File: src/rtl/core/wfba_pkg.sv
`default_nettype none
package wfba_pkg;

    // defaults for the top-level parameters
    localparam int MAX_BLOCKS_DEF = 32;
    localparam int SIZE_BITS_DEF  = 16;

    // fixed field widths
    localparam int KIND_W  = 1;
    localparam int INDEX_W = 5;
    localparam int SIZE_W  = 16;
    localparam int COUNT_W = 6;

    // config port
    localparam int APB_AW = 3;
    localparam int APB_DW = 32;
    localparam logic REG_BLOCK_COUNT = 1'b0;   // register index, paddr[2]

    // item kinds
    localparam logic [KIND_W-1:0] KIND_LOAD    = 1'b0;
    localparam logic [KIND_W-1:0] KIND_REQUEST = 1'b1;

    typedef struct packed {
        logic [KIND_W-1:0]  kind;
        logic [INDEX_W-1:0] block_index;
        logic [SIZE_W-1:0]  size_value;
    } t_in_item;

    typedef struct packed {
        logic               granted;
        logic [INDEX_W-1:0] chosen_block;
        logic [SIZE_W-1:0]  leftover;
    } t_out_item;

endpackage
`default_nettype wire

File: src/rtl/core/wfba_ram.sv
`default_nettype none
module wfba_ram #(
    parameter int WIDTH = 16,
    parameter int DEPTH = 32,
    localparam int AW = (DEPTH > 1) ? $clog2(DEPTH) : 1
) (
    input  wire logic                     i_clk,
    input  wire logic                     i_we,
    input  wire logic [AW-1:0]            i_waddr,
    input  wire logic [WIDTH-1:0]         i_wdata,
    input  wire logic [AW-1:0]            i_raddr,
    output logic      [WIDTH-1:0]         o_rdata
);
    logic [WIDTH-1:0] r_mem [DEPTH];
    logic [WIDTH-1:0] r_rdata;

    always_ff @(posedge i_clk) begin
        if (i_we) begin
            r_mem[i_waddr] <= i_wdata;
        end
        r_rdata <= r_mem[i_raddr];
    end

    assign o_rdata = r_rdata;

endmodule
`default_nettype wire

File: src/rtl/core/worst_fit_block_allocator.sv
`default_nettype none
// Worst-fit block allocator.
//
// Input channel (i_in_valid / o_in_ready, payload i_in) takes two kinds of item.
// A load item writes one block size into the table and frees that block; it
// completes in the cycle it is accepted and gives no result. A request item
// starts a scan over the free blocks below block_count; the block with the
// largest size (lowest index on ties) that still holds the request is marked
// allocated. Each request gives exactly one result on the output channel
// (o_out_valid / i_out_ready, payload o_out); a failed request returns all zero.
// A request scans N entries, N = block_count capped at the table depth, one
// entry per cycle through the single size comparator; o_in_ready is low
// meanwhile, so the input is held until the result is registered.
// Loads need no scan, so they may stream back to back.
// If the receiver stalls, the held result stays in the output register; the
// next item is still accepted, and a further request waits at its end until
// the output register is free.
// Reset (synchronous, active low) clears block_count and all allocation marks;
// the size table is not cleared, so load every block in use before requesting.
// block_count is written through the APB port at byte address 0 (pready is
// always high); write it only while no request is in flight.
module worst_fit_block_allocator #(
    parameter int MAX_BLOCKS = wfba_pkg::MAX_BLOCKS_DEF,
    parameter int SIZE_BITS  = wfba_pkg::SIZE_BITS_DEF
) (
    input  wire logic                          i_clk,
    input  wire logic                          i_rst_n,
    // item input
    input  wire logic                          i_in_valid,
    output logic                               o_in_ready,
    input  wire wfba_pkg::t_in_item            i_in,
    // result output
    output logic                               o_out_valid,
    input  wire logic                          i_out_ready,
    output wfba_pkg::t_out_item                o_out,
    // APB config
    input  wire logic                          psel,
    input  wire logic                          penable,
    input  wire logic                          pwrite,
    input  wire logic [wfba_pkg::APB_AW-1:0]   paddr,
    input  wire logic [wfba_pkg::APB_DW-1:0]   pwdata,
    output logic      [wfba_pkg::APB_DW-1:0]   prdata,
    output logic                               pready
);
    // table index width
    localparam int IDX_W = (MAX_BLOCKS > 1) ? $clog2(MAX_BLOCKS) : 1;
    // counter/limit width: holds MAX_BLOCKS and the 6-bit count
    localparam int LIM_W0 = $clog2(MAX_BLOCKS + 1);
    localparam int LIM_W  = (LIM_W0 > wfba_pkg::COUNT_W) ? LIM_W0 : wfba_pkg::COUNT_W;
    // widths for index / size conversion between fields and storage
    localparam int XI_W = (IDX_W > wfba_pkg::INDEX_W) ? IDX_W : wfba_pkg::INDEX_W;
    localparam int XS_W = (SIZE_BITS > wfba_pkg::SIZE_W) ? SIZE_BITS : wfba_pkg::SIZE_W;

    // sequencer states
    localparam logic [1:0] ST_IDLE = 2'd0;
    localparam logic [1:0] ST_SCAN = 2'd1;
    localparam logic [1:0] ST_FIN  = 2'd2;

    logic [1:0]                   r_state, n_state;
    logic [wfba_pkg::COUNT_W-1:0] r_block_count;
    logic [MAX_BLOCKS-1:0]        r_marks;
    logic [LIM_W-1:0]             r_limit, r_rd_idx;
    logic                         r_cmp_vld;
    logic [IDX_W-1:0]             r_cmp_idx;
    logic [SIZE_BITS-1:0]         r_req;
    logic                         r_found;
    logic [IDX_W-1:0]             r_best_idx;
    logic [SIZE_BITS-1:0]         r_best_size;
    logic                         r_out_valid;
    wfba_pkg::t_out_item          r_out;

    logic                         w_in_acc, w_load, w_req, w_load_ok;
    logic                         w_cfg_wr, w_issue, w_fin_go, w_better;
    logic [XI_W-1:0]              w_idx_ext;
    logic [IDX_W-1:0]             w_load_idx;
    logic [XS_W-1:0]              w_size_ext;
    logic [SIZE_BITS-1:0]         w_size;
    logic [LIM_W-1:0]             w_cnt_ext, w_lim;
    logic [SIZE_BITS-1:0]         w_rdata;
    logic [SIZE_BITS-1:0]         w_left;
    logic [XS_W-1:0]              w_left_ext;
    logic [XI_W-1:0]              w_best_ext;

    // ---------------- handshakes and decode ----------------
    assign o_in_ready = (r_state == ST_IDLE);
    assign w_in_acc   = i_in_valid && o_in_ready;
    assign w_load     = w_in_acc && (i_in.kind == wfba_pkg::KIND_LOAD);
    assign w_req      = w_in_acc && (i_in.kind == wfba_pkg::KIND_REQUEST);

    // field <-> storage width conversion
    assign w_idx_ext  = XI_W'(i_in.block_index);
    assign w_load_idx = w_idx_ext[IDX_W-1:0];
    assign w_load_ok  = (LIM_W'(i_in.block_index) < LIM_W'(MAX_BLOCKS));
    assign w_size_ext = XS_W'(i_in.size_value);
    assign w_size     = w_size_ext[SIZE_BITS-1:0];

    // scan limit: count saturates at the table depth
    assign w_cnt_ext = LIM_W'(r_block_count);
    assign w_lim     = (w_cnt_ext > LIM_W'(MAX_BLOCKS)) ? LIM_W'(MAX_BLOCKS) : w_cnt_ext;

    // ---------------- config port ----------------
    assign pready   = 1'b1;
    assign w_cfg_wr = psel && penable && pwrite && pready
                      && (paddr[2] == wfba_pkg::REG_BLOCK_COUNT);
    assign prdata   = (paddr[2] == wfba_pkg::REG_BLOCK_COUNT)
                      ? wfba_pkg::APB_DW'(r_block_count) : '0;

    always_ff @(posedge i_clk) begin
        if (!i_rst_n) begin
            r_block_count <= '0;
        end else if (w_cfg_wr) begin
            r_block_count <= pwdata[wfba_pkg::COUNT_W-1:0];
        end
    end

    // ---------------- size table ----------------
    wfba_ram #(
        .WIDTH (SIZE_BITS),
        .DEPTH (MAX_BLOCKS)
    ) u_sizes (
        .i_clk   (i_clk),
        .i_we    (w_load && w_load_ok),
        .i_waddr (w_load_idx),
        .i_wdata (w_size),
        .i_raddr (r_rd_idx[IDX_W-1:0]),
        .o_rdata (w_rdata)
    );

    // ---------------- scan datapath ----------------
    // issue one read per cycle; the comparator sees it in the next cycle
    assign w_issue = (r_state == ST_SCAN) && (r_rd_idx < r_limit);

    // leftover is monotonic in block size, so keep the largest size seen
    assign w_better = r_cmp_vld && !r_marks[r_cmp_idx] && (w_rdata >= r_req)
                      && (!r_found || (w_rdata > r_best_size));

    assign w_fin_go = (r_state == ST_FIN) && (!r_out_valid || i_out_ready);

    assign w_left     = r_best_size - r_req;
    assign w_left_ext = XS_W'(w_left);
    assign w_best_ext = XI_W'(r_best_idx);

    always_comb begin
        n_state = r_state;
        unique case (r_state)
            ST_IDLE: begin
                if (w_req) begin
                    n_state = ST_SCAN;
                end
            end
            ST_SCAN: begin
                // last compare commits at this edge
                if (r_rd_idx == r_limit) begin
                    n_state = ST_FIN;
                end
            end
            ST_FIN: begin
                if (w_fin_go) begin
                    n_state = ST_IDLE;
                end
            end
            default: n_state = ST_IDLE;
        endcase
    end

    always_ff @(posedge i_clk) begin
        if (!i_rst_n) begin
            r_state     <= ST_IDLE;
            r_cmp_vld   <= 1'b0;
            r_out_valid <= 1'b0;
            r_marks     <= '0;
        end else begin
            r_state   <= n_state;
            r_cmp_vld <= w_issue;
            if (w_load && w_load_ok) begin
                r_marks[w_load_idx] <= 1'b0;
            end
            if (w_fin_go && r_found) begin
                r_marks[r_best_idx] <= 1'b1;
            end
            if (w_fin_go) begin
                r_out_valid <= 1'b1;
            end else if (i_out_ready) begin
                r_out_valid <= 1'b0;
            end
        end
    end

    // payload registers
    always_ff @(posedge i_clk) begin
        if (w_req) begin
            r_req    <= w_size;
            r_limit  <= w_lim;
            r_rd_idx <= '0;
        end else if (w_issue) begin
            r_rd_idx <= r_rd_idx + LIM_W'(1);
        end
        r_cmp_idx <= r_rd_idx[IDX_W-1:0];
        if (w_req) begin
            r_found <= 1'b0;
        end else if (w_better) begin
            r_found     <= 1'b1;
            r_best_idx  <= r_cmp_idx;
            r_best_size <= w_rdata;
        end
        if (w_fin_go) begin
            r_out.granted      <= r_found;
            r_out.chosen_block <= r_found ? w_best_ext[wfba_pkg::INDEX_W-1:0] : '0;
            r_out.leftover     <= r_found ? w_left_ext[wfba_pkg::SIZE_W-1:0] : '0;
        end
    end

    assign o_out_valid = r_out_valid;
    assign o_out       = r_out;

    // ---------------- assertions ----------------
    a_grant_marks: assert property (@(posedge i_clk) disable iff (!i_rst_n)
        (w_fin_go && r_found) |=> r_marks[$past(r_best_idx)])
        else $error("granted block not marked allocated");

    a_fail_zero: assert property (@(posedge i_clk) disable iff (!i_rst_n)
        (o_out_valid && !o_out.granted) |-> (o_out.chosen_block == '0 && o_out.leftover == '0))
        else $error("failed request carries non-zero fields");

    a_scan_bound: assert property (@(posedge i_clk) disable iff (!i_rst_n)
        (r_state == ST_SCAN) |-> (r_rd_idx <= r_limit))
        else $error("scan index past limit");

    a_cmp_in_scan: assert property (@(posedge i_clk) disable iff (!i_rst_n)
        r_cmp_vld |-> (r_state == ST_SCAN))
        else $error("compare outside scan");

    a_fin_result: assert property (@(posedge i_clk) disable iff (!i_rst_n)
        w_fin_go |=> o_out_valid)
        else $error("finished request left no result");

endmodule
`default_nettype wire
File: config.mk
export PLATFORM = sky130hd
export DESIGN_NAME = worst_fit_block_allocator
export DESIGN_NICKNAME = d
export VERILOG_FILES = /design/src/rtl/core/wfba_pkg.sv /design/src/rtl/core/wfba_ram.sv /design/src/rtl/core/worst_fit_block_allocator.sv
export SDC_FILE = /design/constraint.sdc
export NUM_CORES = 1
export LEC_CHECK = 0
export ABC_AREA = 1
export BUFFER_PORTS_ARGS = -buffer_cell sky130_fd_sc_hd__clkbuf_2
export CORE_ASPECT_RATIO = 0.5
export CORE_MARGIN = 3
export CORE_UTILIZATION = 65
export DETAILED_ROUTE_END_ITERATION = 16
export GPL_ROUTABILITY_DRIVEN = 0
export PLACE_DENSITY_LB_ADDON = 0.2
export SETUP_SLACK_MARGIN = 0.5
export SLEW_MARGIN = 20
export SYNTH_ARGS = -nofsm -noshare
export SYNTH_HDL_FRONTEND = slang
export SYNTH_HIERARCHICAL = 1
export SYNTH_SLANG_ARGS = --single-unit
File: constraint.sdc
create_clock -name i_clk -period 8.1 [get_ports i_clk]
set_input_delay 1.215 -clock i_clk [delete_from_list [all_inputs] [get_ports i_clk]]
set_output_delay 1.215 -clock i_clk [all_outputs]
set_load 0.03 [all_outputs]
==> results of run 1 <==
## cell type report
type	instances	area, um^2	share of cell area
Inverter	127	487	0.0161
Clock inverter	36	407	0.0134
Multi-Input combinational cell	1688	7870	0.260
Clock buffer	64	1410	0.0465
Tap cell	577	722	0.0238
Sequential cell	647	18700	0.618
Timing Repair Buffer	108	661	0.0218
Antenna cell	2	5.00	0.000165
## routing by layer
layer | part of all wire | vias to the layer above
li1 | - | 8916
met1 | 0.42 | 9102
met2 | 0.44 | 1053
met3 | 0.11 | 119
met4 | 0.025 | 2
met5 | 0.00020 | -
## cells in the final DEF, fill, tap and decap left out, types with 4 or more instances in the layout
master	instances
nand2_1	878
edfxtp_1	577
nand3_1	442
inv_1	114
nor2_1	90
a21oi_1	78
dfxtp_1	67
clkbuf_2	65
clkbuf_16	55
ha_1	54
buf_4	42
o21ai_0	36
conb_1	27
o21ai_1	23
clkinv_1	13
clkinv_2	12
clkbuf_1	9
bufinv_16	8
inv_2	7
nor2_2	6
o21a_1	4
nor3_1	4
nor3_2	4
## power breakdown
| part | switching, mW | internal [mW] | total (mW) | leakage [nW] |
|---|---|---|---|---|
| combinational | 1.09 | 0.413 | 1.51 | 4.93 |
| sequential | 0.102 | 3.72 | 3.82 | 5.78 |
| clock | 1.18 | 1.51 | 2.69 | 0.889 |
## sequential cells by signal, summed over array words and instances (netlist names)
name             count
r_req               16
o_out_valid          1
r_best_idx           5
u_sizes/r_mem      512
r_block_count        6
o_out               22
r_found              1
r_best_size         16
r_limit              6
r_rd_idx             6
u_sizes/o_rdata     16
r_state              2
r_marks             32
r_cmp_idx            5
r_cmp_vld            1
## worst paths after layout
| kind | to | slack (ps) | cells after the start |
|---|---|---|---|
| max | u_sizes/o_rdata[15] | 4900 | 10 |
| min | r_cmp_idx[3] | 390 | 0 |
| max reg2reg | u_sizes/o_rdata[15] | 4900 | 10 |
| min reg2reg | r_cmp_idx[3] | 390 | 0 |
## worst max-delay path: cells and delay by family, from the launching register on
kind                   cells  cell delay, ps
buffers and inverters      2            1420
AND/OR/NAND/NOR            8            1040
flip-flops                 1             550
## stage by stage
stage,worst slack [ps],std cells
2_1_floorplan,5240,2609
3_3_place_gp,4720,3147
3_5_place_dp,4660,3147
4_1_cts,4960,3247
5_1_grt,4700,3247
6_report,4900,3249
## kinds of logic (layout without fill, tap and decap cells)
family                     Yosys count  after routing  share of synthesized area
adders and majority gates           55             55                     0.0248
DFF                                647            647                      0.669
other                                2             29                   0.000268
AOI/OAI and AO/OA                  156            156                     0.0296
xor gates and xnor gates             2              2                   0.000625
buffers and inverters              274            335                     0.0539
and+or+nand+nor                   1448           1448                      0.222
==> results_dict.tcl, run 1 <==
set metrics [dict create \
    htreeDepth 2 \
    dp_hpwl_um 37600 \
    startpoint "r_rd_idx[0]" \
    hold_buffers 0 \
    port_buffers 65 \
    synth_most_common_cell "nand2_1" \
    cts_tree "done" \
    fp.coreArea_um2 42200 \
    rows 53 \
    status "completed" \
    ir_drop_v 0.000178 \
    clock_latency_ps 610 \
    io_pins 121 \
    drv_slew 0 \
    cap_violations 0 \
    area_delta_synth_final_pct 8.16 \
    ys_warn_count 6 \
    post-route-period-util 0.395 \
    ys_seq_elements 647 \
    root_buffer "clkbuf_16" \
    final_util 0.717 \
    fmax_ghz 0.313 \
    cp_data_required_time_ps 8610 \
    hold_path.class "register to register" \
    firstDrtPassIters 6 \
    p_leak_nw 11.6 \
    grt_pass1_vias 17600 \
    synth-seq-area-share 0.669 \
    drc_errors 0 \
    crit_path_start_kind "register" \
    cts_setup_buffers 0 \
    ys_async_sr_fraction 0 \
    dieWidth_um 300 \
    post_cts_resized 0 \
    crit_arrival_ps 3700 \
    synth_edf_count 577 \
    synthesis.area_um2 28000 \
    gr-usage-met2 0.416 \
    drt-initial-drc-count 2449 \
    grt_max_degree 208 \
    cts.sinks 647 \
    min_from "r_rd_idx[3]" \
    skew_ps 31.5 \
    grt_usage 0.285 \
    grt_pass1_wl_um 99600 \
    die_area_um2 45800 \
    hold_slack_ps 391 \
    synth_ff_type "edfxtp_1" \
    worst_pin_slew_ps 1110 \
    cp_slowest_cell "buf_4" \
    cts_buffer_depth 3 \
    synthTopCellsByArea "edfxtp_1 62%, nand2_1 12%, nand3_1 7.9%, dfxtp_1 5.0%, ha_1 2.4%" \
    antenna_left 0 \
    grt_overflow 0 \
    timing.slew.headroom 0.259 \
    synth_commonest_cells "878 x nand2_1, 577 x edfxtp_1, 442 x nand3_1, 115 x inv_1, 91 x nor2_1" \
    finalHoldViolations 0 \
    routed_wl_um 65600 \
    timing.rr.start "r_rd_idx[0]" \
    vias 19200 \
    synth_cells 2584 \
    avgRoutedWirePerCell_um 20.2 \
    clk_pin_slew_worst_paths_ps 70 \
    end_kind "register" \
    finalSetupTns_ps 0 \
    total_power_mw 8.01 \
    numCtsBuffers 54 \
    slowest_delay_ps 830 \
    nets 2745 \
    rsz0062_at_grt "no" \
    crit_type "register to register" \
    final_area_um2 30300 \
    crit_fanout 85 \
    path_cells "inv_6, buf_4, nand2_1, nand3_1, nand3_1, nand2_1, nand2_1, nand2_1, nand2_1, nand2_1" \
    p_per_area_nw_per_um2 264 \
    cpMostUsedCell "nand2_1" \
    drive_gt1_frac 0.0861 \
    fillers 2853 \
    vias_per_cell 5.91 \
    synth_top_area_share 0.619 \
    chipHeight_um 153 \
    setup_viol 0 \
    antenna_found_initial 2 \
    layout_min_cycle_time_ps 3200 \
    use_met1 0.438 \
    synth_top_area_cell "edfxtp_1" \
    top_usage_layer "met1" \
    synth_cell_types 49 \
    placed_area_um2 28500 \
    syn_avg_cell_area_um2 10.8 \
    grtUsageMet3 0.0544 \
    start_util 0.663 \
]
No activity file was read; power rests on OpenSTA's default activity.
==> run 2: changes to the inputs <==
Settings changed: CORE_UTILIZATION 65 to 56.
Clock period 8.1 ns to 2.6 ns, I/O delays scaled along.
==> results_dict.tcl, run 2 (synthesis gave the netlist of run 1 again) <==
set metrics [dict create \
    htreeDepth 2 \
    drive_gt1_frac 0.117 \
    mostFrequentLayoutCell "nand2_1" \
    hold_slack_ps 91.4 \
    startpoint "r_best_size[1]" \
    final_cell_mix "877 x nand2_1, 577 x edfxtp_1, 435 x nand3_1, 112 x inv_1, 75 x a21oi_1" \
    drc_errors 0 \
    slowest_delay_ps 370 \
    timing.slew.headroom 0.355 \
    fp.coreArea_um2 49000 \
    port_buffers 65 \
    grt_usage 0.257 \
    cp_slowest_cell "edfxtp_1" \
    drt-initial-drc-count 2280 \
    area_delta_synth_final_pct 11.8 \
    cts.sinks 647 \
    routed_wl_um 68600 \
    path_cells "inv_2, ha_4, inv_2, nor2_2, nor2_1, o21ai_1, nand2_1, nand3_1, nand2_1, nand2_1, nand2_1, nand2_1, nand2_2, nor2_4, buf_4" \
    grt_pass1_vias 17700 \
    io_pins 121 \
    numCtsBuffers 55 \
    ir_drop_v 0.000488 \
    cts_tree "done" \
    post-route-period-util 0.814 \
    nets 2782 \
    root_buffer "clkbuf_16" \
    rsz0062_at_grt "yes" \
    finalHoldViolations 0 \
    antenna_left 0 \
    start_util 0.572 \
    cp_data_required_time_ps 2910 \
    timing.rr.start "r_best_size[1]" \
    grt_max_degree 130 \
    setup_viol 0 \
    dieWidth_um 322 \
    grt_pass1_wl_um 103000 \
    dp_hpwl_um 39700 \
    worst_pin_slew_ps 962 \
    drv_slew 0 \
    antenna_found_initial 0 \
    largest_reg_flops 512 \
    fillers 3676 \
    antenna_cells 0 \
    clock_latency_ps 600 \
    end_kind "register" \
    hold_path.class "primary input to register" \
    setup_slack_ps 485 \
    die_area_um2 52900 \
    finalSetupTns_ps 0 \
    chipHeight_um 164 \
    avgRoutedWirePerCell_um 20.4 \
    regMostFlops "u_sizes/r_mem" \
    p_leak_nw 11.9 \
    cts_buffer_depth 3 \
    cap_violations 0 \
    firstDrtPassIters 6 \
    fmax_ghz 0.473 \
    clk_pin_slew_worst_paths_ps 70 \
    min_from "pwdata[2]" \
    pre_cts_ws_ps 228 \
    layout_min_cycle_time_ps 2120 \
    vias_per_cell 5.72 \
    status "completed" \
    rows 57 \
    skew_ps 21.2 \
    crit_arrival_ps 2420 \
    p_per_area_nw_per_um2 811 \
    vias 19200 \
    crit_type "register to register" \
    total_power_mw 25.4 \
    grt_overflow 0 \
    crit_path_start_kind "register" \
    crit_fanout 5 \
    cpMostUsedCell "nand2_1" \
]
run 2: cell types whose count changed in the layout (fill, tap and decap cells not counted), moves of 4 or more:
| cell | before | now |
|---|---|---|
| nand3_1 | 442 | 435 |
| buf_4 | 42 | 57 |
| buf_12 | 1 | 17 |
| nand3_2 | 3 | 10 |
| nor2_4 | 2 | 35 |
| clkbuf_16 | 55 | 59 |
| nor2_1 | 90 | 56 |
run 2: metal layers:
layer,track usage,share of wire,vias up
met3,0.0469,0.10,98
met2,0.394,0.44,923
met4,0.0619,0.020,0
met5,0,0,-
met1,0.384,0.43,9181
li1,-,-,8986
run 2: layout make-up:
class,count,area (um^2),share of cell area
clock buffer,68,1480,0.0472
clock inverter,34,345,0.0110
tap,649,812,0.0259
timing repair buffer,144,1230,0.0391
sequential,647,18700,0.598
multi-input combinational,1688,8230,0.263
inverter,127,500,0.0160
run 2: power breakdown:
group	total (mW)	internal (mW)	leakage, nW	switching [mW]
Combinational	5.23	1.56	5.22	3.67
Sequential	11.8	11.6	5.78	0.236
Clock	8.35	4.65	0.891	3.70
Total	25.4	17.8	11.9	7.61
run 2: timing repair:
action | CTS | global route
hold endpoints to repair | 0 | 0
pin swaps | 3 | 19
cloned | 0 | 2
hold buffers | 0 | 0
gates resized for setup | 7 | 20
buffers inserted | 3 | 10
endpoints found under the setup margin | 24 | 106
run 2: through the flow:
step	cell area, um^2	util	cells
final	31300	0.639	3357
after global routing	31300	0.639	3357
after CTS	31000	0.633	3345
after detailed placement	29200	0.595	3240
after global placement	29200	0.595	3240
after floorplan	28400	-	2609
run 2: worst max-delay path: cells and delay by family (launching register included):
kind | cells | cell delay [ps]
adder cells (fa/ha/maj) | 1 | 260
AO/OA/AOI/OAI | 1 | 150
AND/OR/NAND/NOR | 10 | 790
flip-flops | 1 | 370
buffers and inverters | 3 | 270
run 2: final timing paths:
path | to | slack, ps | cells past startpoint
setup reg to reg | r_best_idx[4] | 480 | 15
hold reg to reg | r_cmp_idx[2] | 430 | 0
hold / removal | r_block_count[2] | 90 | 3
setup / recovery | r_best_idx[4] | 480 | 15
